<file path="config.mk">
export PLATFORM = sky130hd
export DESIGN_NAME = circle_octant_rasterizer
export DESIGN_NICKNAME = d
export VERILOG_FILES = /design/src/sv/cor_pkg.sv /design/src/sv/cor_front.sv /design/src/sv/cor_fifo.sv /design/src/sv/cor_back.sv /design/src/sv/circle_octant_rasterizer.sv
export SDC_FILE = /design/constraint.sdc
export NUM_CORES = 1
export LEC_CHECK = 0
export BUFFER_PORTS_ARGS = -buffer_cell sky130_fd_sc_hd__buf_2
export CORE_MARGIN = 2
export CORE_UTILIZATION = 51
export CTS_BUF_LIST = sky130_fd_sc_hd__clkbuf_2 sky130_fd_sc_hd__clkbuf_4 sky130_fd_sc_hd__clkbuf_8
export CTS_CLUSTER_SIZE = 28
export DETAILED_ROUTE_END_ITERATION = 12
export PLACE_DENSITY = 0.68
export SLEW_MARGIN = 0
export SYNTH_ARGS = -nofsm -noshare
export SYNTH_HDL_FRONTEND = slang
export SYNTH_HIERARCHICAL = 1
export SYNTH_SLANG_ARGS = --single-unit
</file>
<file path="constraint.sdc">
create_clock -name clk -period 9.2 [get_ports clk]
set_input_delay 0.92 -clock clk [delete_from_list [all_inputs] [get_ports clk]]
set_output_delay 0.92 -clock clk [all_outputs]
set_load 0.01 [all_outputs]
</file>
<file path="src/sv/cor_pkg.sv">
// Shared constants, codes and types for the circle octant rasterizer.
// Used by every module of the block; depends on nothing.
`timescale 1ns / 1ps

package cor_pkg;

    localparam int COORD_W  = 16;
    localparam int RADIUS_W = COORD_W - 1;
    localparam int OUT_W    = COORD_W + 1;
    localparam int SQ_W     = 32;
    localparam int PROD_W   = 2 * RADIUS_W;

    localparam int Q_DEPTH = 2;
    localparam int Q_AW    = (Q_DEPTH > 1) ? $clog2(Q_DEPTH) : 1;
    localparam int Q_CW    = $clog2(Q_DEPTH + 1);

    localparam int PHASES = 8;
    localparam int PH_W   = $clog2(PHASES);
    localparam logic [PH_W-1:0] PH_LAST = PH_W'(PHASES - 1);

    localparam logic OP_START = 1'b0;
    localparam logic OP_STEP  = 1'b1;

    typedef struct packed {
        logic [COORD_W-1:0] cx;
        logic [COORD_W-1:0] cy;
        logic [COORD_W-1:0] x;
        logic [COORD_W-1:0] y;
        logic               fill;
        logic               done;
    } job_t;

endpackage

</file>
<file path="src/sv/cor_front.sv">
// Front end: accepts items, runs one midpoint iteration per step item and
// queues the iteration values for the back end. Depends on cor_pkg.
`timescale 1ns / 1ps

module cor_front (
    input  logic                              clk,
    input  logic                              rst_n,
    input  logic                              in_valid,
    output logic                              in_ready,
    input  logic                              opcode,
    input  logic signed [cor_pkg::COORD_W-1:0] center_x,
    input  logic signed [cor_pkg::COORD_W-1:0] center_y,
    input  logic [cor_pkg::RADIUS_W-1:0]      radius,
    input  logic                              fill,
    output logic                              q_push,
    output cor_pkg::job_t                     q_data,
    input  logic                              q_full
);

    logic [cor_pkg::COORD_W-1:0] cx_reg, cx_next;
    logic [cor_pkg::COORD_W-1:0] cy_reg, cy_next;
    logic                        fill_reg, fill_next;
    logic [cor_pkg::COORD_W-1:0] x_reg, x_next;
    logic [cor_pkg::COORD_W-1:0] y_reg, y_next;
    logic [cor_pkg::SQ_W-1:0]    sq_reg, sq_next;
    logic [cor_pkg::SQ_W-1:0]    trig_reg, trig_next;
    logic                        active_reg, active_next;

    logic                        in_fire;
    logic                        dec;
    logic [cor_pkg::COORD_W-1:0] x_step;
    logic [cor_pkg::COORD_W-1:0] y_step;
    logic                        step_done;
    logic [cor_pkg::PROD_W-1:0]  r_prod;
    logic [cor_pkg::SQ_W-1:0]    r_sq;

    assign in_ready = !q_full;
    assign in_fire  = in_valid && in_ready;

    assign dec       = $signed(sq_reg) <= $signed(trig_reg);
    assign x_step    = dec ? x_reg - cor_pkg::COORD_W'(1) : x_reg;
    assign y_step    = y_reg + cor_pkg::COORD_W'(1);
    assign step_done = !(x_step > y_step);
    assign r_prod    = cor_pkg::PROD_W'(radius) * cor_pkg::PROD_W'(radius);
    assign r_sq      = cor_pkg::SQ_W'(r_prod);

    assign q_push = in_fire && (opcode == cor_pkg::OP_STEP) && active_reg
                    && (x_reg > y_reg);

    always_comb
    begin
        q_data.cx   = cx_reg;
        q_data.cy   = cy_reg;
        q_data.x    = x_step;
        q_data.y    = y_reg;
        q_data.fill = fill_reg;
        q_data.done = step_done;
    end

    always_comb
    begin
        cx_next     = cx_reg;
        cy_next     = cy_reg;
        fill_next   = fill_reg;
        x_next      = x_reg;
        y_next      = y_reg;
        sq_next     = sq_reg;
        trig_next   = trig_reg;
        active_next = active_reg;
        if (in_fire && (opcode == cor_pkg::OP_START))
        begin
            cx_next     = center_x;
            cy_next     = center_y;
            fill_next   = fill;
            x_next      = cor_pkg::COORD_W'(radius);
            y_next      = '0;
            sq_next     = r_sq;
            trig_next   = r_sq - (cor_pkg::SQ_W'(radius) << 1) - cor_pkg::SQ_W'(1);
            active_next = (radius != '0);
        end
        else if (q_push)
        begin
            x_next      = x_step;
            y_next      = y_step;
            sq_next     = sq_reg - ((cor_pkg::SQ_W'(y_reg) << 1) + cor_pkg::SQ_W'(1));
            trig_next   = dec ? trig_reg - ((cor_pkg::SQ_W'(x_step) << 1)
                                            - cor_pkg::SQ_W'(1))
                              : trig_reg;
            active_next = !step_done;
        end
    end

    always_ff @(posedge clk or negedge rst_n)
    begin
        if (!rst_n)
        begin
            cx_reg     <= '0;
            cy_reg     <= '0;
            fill_reg   <= 1'b0;
            x_reg      <= '0;
            y_reg      <= '0;
            sq_reg     <= '0;
            trig_reg   <= '0;
            active_reg <= 1'b0;
        end
        else
        begin
            cx_reg     <= cx_next;
            cy_reg     <= cy_next;
            fill_reg   <= fill_next;
            x_reg      <= x_next;
            y_reg      <= y_next;
            sq_reg     <= sq_next;
            trig_reg   <= trig_next;
            active_reg <= active_next;
        end
    end

    // A circle in progress always has its running x above its running y.
    a_active_order: assert property (@(posedge clk) disable iff (!rst_n)
        active_reg |-> (x_reg > y_reg))
        else $error("active circle with x not above y");

endmodule

</file>
<file path="src/sv/cor_fifo.sv">
// Short job queue between the front and back ends of the rasterizer.
// Depends on cor_pkg for the job type and the depth.
`timescale 1ns / 1ps

module cor_fifo (
    input  logic          clk,
    input  logic          rst_n,
    input  logic          push,
    input  cor_pkg::job_t din,
    output logic          full,
    input  logic          pop,
    output cor_pkg::job_t dout,
    output logic          empty
);

    cor_pkg::job_t               mem_reg [cor_pkg::Q_DEPTH];
    logic [cor_pkg::Q_AW-1:0]    wr_ptr_reg, wr_ptr_next;
    logic [cor_pkg::Q_AW-1:0]    rd_ptr_reg, rd_ptr_next;
    logic [cor_pkg::Q_CW-1:0]    count_reg, count_next;

    assign full  = (count_reg == cor_pkg::Q_CW'(cor_pkg::Q_DEPTH));
    assign empty = (count_reg == '0);
    assign dout  = mem_reg[rd_ptr_reg];

    always_comb
    begin
        wr_ptr_next = wr_ptr_reg;
        rd_ptr_next = rd_ptr_reg;
        count_next  = count_reg;
        if (push)
        begin
            wr_ptr_next = (wr_ptr_reg == cor_pkg::Q_AW'(cor_pkg::Q_DEPTH - 1))
                          ? '0 : wr_ptr_reg + cor_pkg::Q_AW'(1);
        end
        if (pop)
        begin
            rd_ptr_next = (rd_ptr_reg == cor_pkg::Q_AW'(cor_pkg::Q_DEPTH - 1))
                          ? '0 : rd_ptr_reg + cor_pkg::Q_AW'(1);
        end
        if (push && !pop)
        begin
            count_next = count_reg + cor_pkg::Q_CW'(1);
        end
        else if (pop && !push)
        begin
            count_next = count_reg - cor_pkg::Q_CW'(1);
        end
    end

    always_ff @(posedge clk)
    begin
        if (push)
        begin
            mem_reg[wr_ptr_reg] <= din;
        end
    end

    always_ff @(posedge clk or negedge rst_n)
    begin
        if (!rst_n)
        begin
            wr_ptr_reg <= '0;
            rd_ptr_reg <= '0;
            count_reg  <= '0;
        end
        else
        begin
            wr_ptr_reg <= wr_ptr_next;
            rd_ptr_reg <= rd_ptr_next;
            count_reg  <= count_next;
        end
    end

    a_no_overflow: assert property (@(posedge clk) disable iff (!rst_n)
        (push && !pop) |-> !full)
        else $error("job queue overflow");

    a_no_underflow: assert property (@(posedge clk) disable iff (!rst_n)
        pop |-> !empty)
        else $error("job queue underflow");

endmodule

</file>
<file path="src/sv/cor_back.sv">
// Back end: takes one job from the queue and emits its eight mirrored
// points or spans through a registered output. Depends on cor_pkg.
`timescale 1ns / 1ps

module cor_back (
    input  logic                              clk,
    input  logic                              rst_n,
    input  logic                              q_empty,
    output logic                              q_pop,
    input  cor_pkg::job_t                     q_data,
    output logic                              out_valid,
    input  logic                              out_ready,
    output logic signed [cor_pkg::OUT_W-1:0]  span_x_low,
    output logic signed [cor_pkg::OUT_W-1:0]  span_x_high,
    output logic signed [cor_pkg::OUT_W-1:0]  span_y,
    output logic                              last,
    output logic                              done_res
);

    cor_pkg::job_t            job_reg, job_next;
    logic                     job_valid_reg, job_valid_next;
    logic [cor_pkg::PH_W-1:0] ph_reg, ph_next;

    logic                     out_valid_reg, out_valid_next;
    logic [cor_pkg::OUT_W-1:0] lo_reg, lo_next;
    logic [cor_pkg::OUT_W-1:0] hi_reg, hi_next;
    logic [cor_pkg::OUT_W-1:0] y_reg, y_next;
    logic                     last_reg, last_next;
    logic                     done_reg, done_next;

    logic                     load_out;
    logic                     fin;
    logic [cor_pkg::COORD_W-1:0] a_val;
    logic [cor_pkg::COORD_W-1:0] b_val;
    logic [cor_pkg::OUT_W-1:0] cx_e;
    logic [cor_pkg::OUT_W-1:0] cy_e;
    logic [cor_pkg::OUT_W-1:0] a_e;
    logic [cor_pkg::OUT_W-1:0] b_e;
    logic [cor_pkg::OUT_W-1:0] xt;
    logic [cor_pkg::OUT_W-1:0] yt;

    assign load_out = job_valid_reg && (!out_valid_reg || out_ready);
    assign fin      = load_out && (ph_reg == cor_pkg::PH_LAST);
    assign q_pop    = !q_empty && (!job_valid_reg || fin);

    // Phase bit 2 swaps the roles of x and y, bit 0 picks the right side
    // and bit 1 picks the lower half.
    assign a_val = ph_reg[2] ? job_reg.y : job_reg.x;
    assign b_val = ph_reg[2] ? job_reg.x : job_reg.y;
    assign cx_e  = {job_reg.cx[cor_pkg::COORD_W-1], job_reg.cx};
    assign cy_e  = {job_reg.cy[cor_pkg::COORD_W-1], job_reg.cy};
    assign a_e   = {1'b0, a_val};
    assign b_e   = {1'b0, b_val};
    assign xt    = ph_reg[0] ? cx_e + a_e : cx_e - a_e;
    assign yt    = ph_reg[1] ? cy_e - b_e : cy_e + b_e;

    always_comb
    begin
        job_next       = job_reg;
        job_valid_next = job_valid_reg;
        ph_next        = ph_reg;
        out_valid_next = out_valid_reg;
        lo_next        = lo_reg;
        hi_next        = hi_reg;
        y_next         = y_reg;
        last_next      = last_reg;
        done_next      = done_reg;

        if (load_out)
        begin
            out_valid_next = 1'b1;
            lo_next        = (ph_reg[0] && job_reg.fill) ? cx_e : xt;
            hi_next        = (!ph_reg[0] && job_reg.fill) ? cx_e : xt;
            y_next         = yt;
            last_next      = (ph_reg == cor_pkg::PH_LAST);
            done_next      = job_reg.done;
            ph_next        = ph_reg + cor_pkg::PH_W'(1);
        end
        else if (out_ready)
        begin
            out_valid_next = 1'b0;
        end

        if (q_pop)
        begin
            job_next       = q_data;
            job_valid_next = 1'b1;
            ph_next        = '0;
        end
        else if (fin)
        begin
            job_valid_next = 1'b0;
        end
    end

    always_ff @(posedge clk)
    begin
        job_reg <= job_next;
        lo_reg  <= lo_next;
        hi_reg  <= hi_next;
        y_reg   <= y_next;
    end

    always_ff @(posedge clk or negedge rst_n)
    begin
        if (!rst_n)
        begin
            job_valid_reg <= 1'b0;
            ph_reg        <= '0;
            out_valid_reg <= 1'b0;
            last_reg      <= 1'b0;
            done_reg      <= 1'b0;
        end
        else
        begin
            job_valid_reg <= job_valid_next;
            ph_reg        <= ph_next;
            out_valid_reg <= out_valid_next;
            last_reg      <= last_next;
            done_reg      <= done_next;
        end
    end

    assign out_valid   = out_valid_reg;
    assign span_x_low  = lo_reg;
    assign span_x_high = hi_reg;
    assign span_y      = y_reg;
    assign last        = last_reg;
    assign done_res    = done_reg;

    a_idle_phase: assert property (@(posedge clk) disable iff (!rst_n)
        !job_valid_reg |-> (ph_reg == '0))
        else $error("phase counter running without a job");

    a_last_phase: assert property (@(posedge clk) disable iff (!rst_n)
        fin |=> (out_valid_reg && last_reg))
        else $error("final phase did not mark last");

    a_pop_only_at_end: assert property (@(posedge clk) disable iff (!rst_n)
        (q_pop && job_valid_reg) |-> (ph_reg == cor_pkg::PH_LAST))
        else $error("job replaced before all eight results");

endmodule

</file>
<file path="src/sv/circle_octant_rasterizer.sv">
// Circle octant rasterizer: the top level joining front end, job queue and
// back end. Depends on cor_pkg, cor_front, cor_fifo and cor_back.
// A start item (opcode 0) loads a circle and yields no result; a step item
// (opcode 1) runs one midpoint iteration and yields eight results, one per
// cycle while out_ready is high, the eighth flagged by last, all flagged by
// done_res when the circle ends there. A step with no circle in progress
// yields nothing. Every item is accepted while the two-entry job queue has
// room, so the front end runs up to two steps ahead; the single result port
// in the back end sets the sustained rate at one step per eight results.
`timescale 1ns / 1ps

module circle_octant_rasterizer (
    input  logic                              clk,
    input  logic                              rst_n,
    input  logic                              in_valid,
    output logic                              in_ready,
    input  logic                              opcode,
    input  logic signed [cor_pkg::COORD_W-1:0] center_x,
    input  logic signed [cor_pkg::COORD_W-1:0] center_y,
    input  logic [cor_pkg::RADIUS_W-1:0]      radius,
    input  logic                              fill,
    output logic                              out_valid,
    input  logic                              out_ready,
    output logic signed [cor_pkg::OUT_W-1:0]  span_x_low,
    output logic signed [cor_pkg::OUT_W-1:0]  span_x_high,
    output logic signed [cor_pkg::OUT_W-1:0]  span_y,
    output logic                              last,
    output logic                              done_res
);

    logic          q_push;
    logic          q_full;
    logic          q_pop;
    logic          q_empty;
    cor_pkg::job_t q_in;
    cor_pkg::job_t q_out;

    cor_front u_front (
        .clk      (clk),
        .rst_n    (rst_n),
        .in_valid (in_valid),
        .in_ready (in_ready),
        .opcode   (opcode),
        .center_x (center_x),
        .center_y (center_y),
        .radius   (radius),
        .fill     (fill),
        .q_push   (q_push),
        .q_data   (q_in),
        .q_full   (q_full)
    );

    cor_fifo u_fifo (
        .clk   (clk),
        .rst_n (rst_n),
        .push  (q_push),
        .din   (q_in),
        .full  (q_full),
        .pop   (q_pop),
        .dout  (q_out),
        .empty (q_empty)
    );

    cor_back u_back (
        .clk         (clk),
        .rst_n       (rst_n),
        .q_empty     (q_empty),
        .q_pop       (q_pop),
        .q_data      (q_out),
        .out_valid   (out_valid),
        .out_ready   (out_ready),
        .span_x_low  (span_x_low),
        .span_x_high (span_x_high),
        .span_y      (span_y),
        .last        (last),
        .done_res    (done_res)
    );

endmodule
</file>
==> results of run 1 <==
==> placed cells by master (no fill, tap or decap), drive strengths merged, types with 10 or more instances in the layout <==
cell type	n
xnor2	120
clkinv	22
nor2b	23
nand4	22
nor4	23
and2	19
o211ai	20
buf	151
nor3b	13
nand2	322
or3	19
dfrtp	141
xor2	74
a31oi	21
inv	306
o21ai	117
nor2	205
mux2i	32
ha	253
a22oi	13
o31ai	10
o22ai	10
nor3	60
o21a	23
nand2b	24
a21oi	174
a21o	61
fa	141
and3	23
o21bai	11
mux2	85
clkbuf	101
a211oi	43
a311oi	11
nand3	58
edfxtp	249
==> area by class of cell <==
type / instances / area share, %
timing repair buffer: 151 / 2.69
clock buffer: 101 / 3.73
inverter: 305 / 3.53
multi-input combinational: 2147 / 52.6
sequential: 390 / 34.0
clock inverter: 25 / 0.529
tap: 765 / 2.96
==> per-stage QoR <==
| step | std cells | setup WS [ns] |
|---|---|---|
| after floorplan | 2941 | 0.687 |
| after global placement | 3758 | 0.526 |
| after detailed placement | 3758 | 0.380 |
| after CTS | 3884 | 1.03 |
| after global routing | 3884 | 0.638 |
| final | 3884 | 1.00 |
==> per-layer routing <==
metal	up-vias	wire [um]
li1	10600	-
met1	11000	31700
met3	191	3610
met4	0	3130
met5	-	0
met2	664	36400
==> kinds of logic (layout without fill, tap and decap cells) <==
logic type	Yosys count	after routing	synth area share [%]
AO/OA/AOI/OAI	595	595	13.2
XOR/XNOR	194	194	5.77
adder cells (fa/ha/maj)	394	394	20.3
buffers and inverters	404	582	5.31
flip-flops	390	390	37.2
multiplexers	117	117	4.70
AND/OR/NAND/NOR	847	847	13.5
==> worst max-delay path: cells and delay by family <==
kind / cells / cell delay (ns)
xor+xnor: 1 / 0.27
compound gates: 5 / 1.14
buf+inv: 8 / 0.59
fa+ha+maj: 8 / 3.63
simple gates: 10 / 2.17
==> worst max path at each step <==
stage / from / cells past startpoint / to
5_1_grt: radius[6] / 32 / u_front/trig_reg[31]
6_report: radius[6] / 32 / u_front/trig_reg[31]
2_1_floorplan: radius[0] / 33 / u_front/trig_reg[29]
4_1_cts: radius[6] / 32 / u_front/trig_reg[31]
3_3_place_gp: radius[6] / 32 / u_front/trig_reg[29]
3_5_place_dp: radius[6] / 32 / u_front/trig_reg[30]
==> out/metrics.cfg, run 1 <==
[yosys]
synth_seq_area_share_pct=37.2
synthTopCellsByArea=edfxtp_1, dfrtp_1, ha_1, fa_1, nand2_1
syn_area_per_cell_um2=10.1
synth-seq-cells=390
synth-edff-count=249
async_flop_share_pct=36.2
syn_nets=3388
yosysTopAreaCell=edfxtp_1
synth_cells=2941
synthTopCellsByCount=nand2_1, inv_1, ha_1, edfxtp_1, nor2_1
yosysMostFrequentCell=nand2_1
ys.warnings.count=6
ys_types=93
ys.flop_type=edfxtp_1
synth_area_um2=29600
synth_top_area_share_pct=25.3

[routing]
drt-pass1-iter-count=5
drt_first_iter_violations=1339
routed_via_density=5.77
routed_wl_um=74800
vias=22400
wl_per_cell_um=19.3
drc=0
drtAntennaViolNets=0

[critical_path]
arrival_ns=8.74
crit_top_cell=inv_1
r2r_cells=30
r2r_start=u_front/trig_reg[14]
endpoint_kind=flip-flop
crit_required_ns=9.74
r2r-end=u_front/trig_reg[31]
max_stage_delay_ns=0.53
r2r_slack_ns=1.14
startpoint_type=input pin
crit_slowest_cell=fa_1
worstPathMaxFanout=14
critical_path_class=input pin to flip-flop

[cts]
cts_tree=done
ctsResizeCount=0
h-tree-depth=3
postCtsHoldBufs=0
cts_buffers=68
cts-root-buf=clkbuf_8
cts_sinks=390
cts_setup_buffers=0
clock_path_buffers=3
clk_latency_ns=0.66
path_clk_slew_ns=0.06

[timing]
rsz0062_at_grt=no
finalCritPeriodShare_pct=89.1
setup_violations=0
fmax_mhz=122
clock_skew_ns=0.0422
setup_tns_ns=0
period_needed_ns=8.20
worstMarginPinSlew_ns=1.15
maxSlewViolCount=0
maxSlewHeadroom_pct=23.5
hold_viol=0
hold-worst-slack_ns=0.332

[grt]
met2_usage_pct=43.5
busiest_layer=met2
met1_usage_pct=31.7
antenna_found_initial=0
globalRouteMet3Util_pct=3.95
grt_pass1_vias=23200
overflow=0
grt_pass1_wl_um=121000
grt_max_degree=77
grtUsageTotal_pct=25.4

[status]
outcome=finished, final reports clean

[layout]
final_util_pct=56.4
regArea_um2=11000
largest_register_ffs=132
area_growth_pct=9.53
fin_area_um2=32400
final_nets=3510
fill_cells=5019
drive_gt1_share_pct=12.7
multi_input_area_um2=17000
num_antenna_cells=0

[floorplan]
ios=108
rows=88
core_area_um2=57500
die_w_um=245
fp.dieH_um=245
die_area_um2=59900
initial_core_util_pct=51.4

[min_path]
hold_path_class=input pin to asynchronous set/reset pin

[placement]
gp_congestion=0.927
io_buffers=107
place_area_um2=31000
dp_hpwl_um=56800

[job]
cap_violations=0

Power of run 1 is left out: the tool's default activity adds up to more than one toggle a clock period on the data nets, which glitch-free logic cannot reach.
==> run 2, diff against run 1 <==
--- a/config.mk
+++ b/config.mk
@@ -6,7 +6,6 @@
 export NUM_CORES = 1
 export LEC_CHECK = 0
 export BUFFER_PORTS_ARGS = -buffer_cell sky130_fd_sc_hd__buf_2
-export CORE_MARGIN = 2
 export CORE_UTILIZATION = 51
 export CTS_BUF_LIST = sky130_fd_sc_hd__clkbuf_2 sky130_fd_sc_hd__clkbuf_4 sky130_fd_sc_hd__clkbuf_8
 export CTS_CLUSTER_SIZE = 28
==> run 2 against run 1 <==
  * Die area decreased by 1.6%
  * Routed wire length increased by 0.86%
  * First-iteration DRC count increased by 24%
  * Cell count decreased by 0.28%
  * Maximum frequency decreased by 1.5%
  * Clock skew about the same
==> out/metrics.cfg, run 2 (same netlist as run 1, synthesis figures left out) <==
[status]
outcome=finished, final reports clean  ; unchanged

[cts]
cts-root-buf=clkbuf_8  ; unchanged
postCtsHoldBufs=0  ; unchanged
cts_sinks=390  ; unchanged
h-tree-depth=3  ; unchanged
cts_setup_buffers=0  ; unchanged
path_clk_slew_ns=0.06  ; about the same
cts_buffers=70  ; was 68
clock_path_buffers=3  ; unchanged
clk_latency_ns=0.64  ; was 0.66 ns
cts_tree=done  ; unchanged
ctsResizeCount=0  ; unchanged

[grt]
overflow=0  ; unchanged
antenna_found_initial=3  ; was 0
grt_pass1_vias=23100  ; was 23,200
grt_max_degree=82  ; was 77
grtUsageTotal_pct=26.1  ; was 25.4%
grt_pass1_wl_um=122000  ; was 121,000 um

[critical_path]
cp.buffers_inverters=7  ; was 8
crit_family=adder cells  ; unchanged
r2r_cells=29  ; was 30
crit_slowest_cell=fa_1  ; unchanged
critical_path_class=input pin to flip-flop  ; unchanged
r2r_start=u_front/trig_reg[14]  ; unchanged
crit_required_ns=9.67  ; was 9.74 ns
startpoint_type=input pin  ; unchanged
arrival_ns=8.79  ; was 8.74 ns
endpoint_kind=flip-flop  ; unchanged
r2r_slack_ns=1.01  ; was 1.14 ns
worstPathMaxFanout=17  ; was 14
r2r-end=u_front/trig_reg[31]  ; unchanged
max_stage_delay_ns=0.53  ; about the same

[timing]
hold-worst-slack_ns=0.362  ; was 0.332 ns
rsz0062_at_grt=no  ; unchanged
fmax_mhz=120  ; was 122 MHz
setup_violations=0  ; unchanged
maxSlewViolCount=0  ; unchanged
worstMarginPinSlew_ns=1.10  ; was 1.15 ns
setup_tns_ns=0  ; unchanged
finalCritPeriodShare_pct=90.4  ; was 89.1%
maxSlewHeadroom_pct=26.7  ; was 23.5%
clock_skew_ns=0.0422  ; about the same
hold_viol=0  ; unchanged
period_needed_ns=8.32  ; was 8.20 ns

[placement]
gp_congestion=0.939  ; was 0.927
dp_hpwl_um=57000  ; was 56,800 um
io_buffers=107  ; unchanged

[layout]
drive_gt1_share_pct=12.6  ; was 12.7%
area_growth_pct=9.96  ; was 9.53%
largest_register_ffs=132  ; unchanged
final_nets=3509  ; was 3,510
layout_common_cells=nand2_1, inv_1, ha_1  ; unchanged
layout_commonest_cell=nand2_1  ; unchanged

[routing]
routed_via_density=5.80  ; was 5.77
drt-pass1-iter-count=8  ; was 5
wl_per_cell_um=19.5  ; was 19.3 um
routed_wl_um=75500  ; was 74,800 um
drc=0  ; unchanged
vias=22500  ; was 22,400
drt_first_iter_violations=1661  ; was 1,339
drtAntennaViolNets=0  ; unchanged

[job]
cap_violations=0  ; unchanged

[floorplan]
ios=108  ; unchanged
fp.dieH_um=243  ; was 245 um
die_w_um=243  ; was 245 um
core_area_um2=56800  ; was 57,500 um^2
die_area_um2=58900  ; was 59,900 um^2
rows=87  ; was 88
initial_core_util_pct=52.0  ; was 51.4%

[min_path]
hold_path_class=input pin to asynchronous set/reset pin  ; unchanged

[run 2: cell count changes in the layout (fill, tap and decap cells not counted), sizes merged]
cell / before / now
clkbuf: 101 / 103
bufinv: 1 / 5
clkinv: 22 / 16
diode: 0 / 1
buf: 151 / 148
[run 2: through the flow]
step           area [um^2]  setup WS [ns]  utilization (%)  instances
2_1_floorplan        29600          0.687                -       2941
3_3_place_gp         31000          0.458             54.5       3746
3_5_place_dp         31000          0.342             54.5       3746
4_1_cts              32500           1.01             57.2       3872
5_1_grt              32500          0.469             57.2       3873
6_report             32500          0.880             57.2       3873
[run 2: routing by layer]
| layer | GRT usage [%] | share of wire, % | vias up |
|---|---|---|---|
| met5 | 0 | 0.026 | - |
| met4 | 10.7 | 3.6 | 4 |
| met3 | 3.76 | 4.9 | 169 |
| met2 | 44.9 | 50 | 671 |
| met1 | 32.8 | 42 | 11000 |
| li1 | - | - | 10600 |
[run 2: worst max path at each step]
stage	from	end	slack (ns)	cells past startpoint
after CTS	radius[1]	u_front/trig_reg[29]	1.01	31
after global placement	radius[1]	u_front/trig_reg[29]	0.46	31
after global routing	radius[1]	u_front/trig_reg[29]	0.47	31
after detailed placement	radius[1]	u_front/trig_reg[29]	0.34	31
after floorplan	radius[0]	u_front/trig_reg[29]	0.69	33
final	radius[1]	u_front/trig_reg[29]	0.88	31
[run 2: final cells by class]
class	instances	area [um^2]
diodes	1	2.50
clock buffers	103	1280
clock inverters	23	256
fillers	4942	24300
inverters	305	1140
multi-input cells	2147	17000
flip-flops and latches	390	11000
well taps	756	946
repair buffers	148	850
Power of run 2 is left out for the same reason.
==> run 3, diff against run 2 <==
==> constraint.sdc (replaced) <==
create_clock -name clk -period 10.7 [get_ports clk]
set_input_delay 1.07 -clock clk [delete_from_list [all_inputs] [get_ports clk]]
set_output_delay 1.07 -clock clk [all_outputs]
set_load 0.01 [all_outputs]
==> run 3 against run 2 <==
  * Via count is 0.38% lower
  * Setup slack better by 1.1 ns
  * Routed wire length is 1.1% lower
  * Highest routed layer unchanged
  * Sequential cell count stayed put
  * First-iteration DRC count is 16% lower
  * Clock-buffer cell count is 1 higher
  * Global-route usage is 0.33 points lower
  * Cell count is 0.57% lower
  * Critical endpoint unchanged
  * Non-clock buffer count is 19 lower
==> out/metrics.cfg, run 3 (same netlist as run 1, synthesis figures left out) <==
[layout]
num_antenna_cells=0  ; was 1
fill_cells=4957  ; was 4,942
layout_commonest_cell=nand2_1  ; unchanged
area_growth_pct=8.94  ; was 9.96%
final_nets=3488  ; was 3,509
drive_gt1_share_pct=12.1  ; was 12.6%
fin_area_um2=32200  ; was 32,500 um^2
largest_register_ffs=132  ; unchanged
layout_common_cells=nand2_1, inv_1, ha_1  ; unchanged

[critical_path]
crit_top_cell=inv_1
worstPathMaxFanout=12  ; was 17
crit_required_ns=11.19  ; was 9.67 ns
crit_slowest_cell=fa_1  ; unchanged
arrival_ns=9.24  ; was 8.79 ns
cp.buffers_inverters=8  ; was 7
endpoint_kind=flip-flop  ; unchanged
max_stage_delay_ns=0.54  ; was 0.53 ns
startpoint_type=input pin  ; unchanged
critical_path_class=input pin to flip-flop  ; unchanged
crit_family=adder cells  ; unchanged

[grt]
busiest_layer=met2  ; unchanged
grtUsageTotal_pct=25.8  ; was 26.1%
grt_pass1_wl_um=121000  ; was 122,000 um
globalRouteMet3Util_pct=3.58  ; was 3.76%
grt_pass1_vias=22900  ; was 23,100
grt_max_degree=79  ; was 82
met2_usage_pct=44.7  ; was 44.9%
overflow=0  ; unchanged
antenna_found_initial=1  ; was 3
met1_usage_pct=32.1  ; was 32.8%

[routing]
routed_via_density=5.81  ; was 5.80
wl_per_cell_um=19.4  ; was 19.5 um
drt_first_iter_violations=1400  ; was 1,661
drtAntennaViolNets=0  ; unchanged
routed_wl_um=74700  ; was 75,500 um
vias=22400  ; was 22,500
drc=0  ; unchanged
drt-pass1-iter-count=5  ; was 8

[timing]
layout_setup_ws_ns=1.95  ; was 0.880 ns
rsz0062_at_grt=no  ; unchanged
setup_tns_ns=0  ; unchanged
hold_viol=0  ; unchanged
finalCritPeriodShare_pct=81.8
setup_violations=0  ; unchanged
maxSlewViolCount=0  ; unchanged
period_needed_ns=8.75
hold-worst-slack_ns=0.465  ; was 0.362 ns
worstMarginPinSlew_ns=1.11  ; was 1.10 ns
maxSlewHeadroom_pct=25.6  ; was 26.7%
fmax_mhz=114
clock_skew_ns=0.0468  ; was 0.0422 ns

[status]
outcome=finished, final reports clean  ; unchanged

[cts]
h-tree-depth=3  ; unchanged
ctsResizeCount=0  ; unchanged
cts_sinks=390  ; unchanged
path_clk_slew_ns=0.06  ; about the same
cts_buffers=68  ; was 70
cts_setup_buffers=0  ; unchanged
cts-root-buf=clkbuf_8  ; unchanged
cts_tree=done  ; unchanged
clk_latency_ns=0.66  ; was 0.64 ns
postCtsHoldBufs=0  ; unchanged
clock_path_buffers=3  ; unchanged

[min_path]
hold_path_class=flip-flop to flip-flop  ; was input pin to asynchronous set/reset pin

[floorplan]
fp.dieH_um=243  ; unchanged
rows=87  ; unchanged
ios=108  ; unchanged
die_area_um2=58900  ; unchanged
core_area_um2=56800  ; unchanged
die_w_um=243  ; unchanged
initial_core_util_pct=52.0  ; unchanged

[placement]
place_area_um2=30800  ; was 31,000 um^2
dp_hpwl_um=56300  ; was 57,000 um
dp_slack_ns=1.32  ; was 0.342 ns
io_buffers=107  ; unchanged
gp_congestion=0.935  ; was 0.939

[job]
cap_violations=0  ; unchanged

[run 3: cell types whose count changed in the layout (fill, tap and decap cells not counted)]
cell / before / now
clkinv_1: 10 / 9
inv_8: 3 / 1
buf_4: 41 / 22
clkinv_2: 6 / 7
clkinv_8: 0 / 1
bufinv_16: 5 / 1
diode_2: 1 / 0
clkbuf_8: 81 / 72
clkbuf_4: 22 / 32
inv_6: 1 / 3
[run 3: stage by stage]
stage	std cells	util, %
global route	3851	56.7
detailed placement	3727	54.3
CTS	3851	56.7
finish	3851	56.7
floorplan	2941	-
global placement	3727	54.3
[run 3: routing by layer]
metal / vias to the layer above / part of all wire (%)
met5: - / 0.013
met3: 154 / 5.2
met2: 721 / 49
met1: 11000 / 42
met4: 2 / 3.7
li1: 10600 / -
[run 3: area by class of cell]
class	instances	area, um^2	share of cell area, %
tap	756	946	2.94
clock buffer	104	1230	3.82
timing repair buffer	129	707	2.19
clock inverter	20	149	0.462
sequential	390	11000	34.2
multi-input combinational	2147	17000	52.8
inverter	305	1140	3.55
[run 3: path summary, 6_finish.rpt]
kind,from,endpoint,cells after the start,slack [ns]
worst min register to register,u_front/cx_reg[12],u_fifo/mem_reg[1][62],0,0.47
worst max-delay path,radius[0],u_front/trig_reg[29],32,1.95
min in group asynchronous,rst_n,u_back/job_valid_reg,1,0.48
max in group asynchronous,rst_n,u_front/sq_reg[22],2,8.70
worst max register to register,u_front/trig_reg[31],u_front/trig_reg[28],29,2.54
worst min-delay path,u_front/cx_reg[12],u_fifo/mem_reg[1][62],0,0.47
Power of run 3 is left out for the same reason.
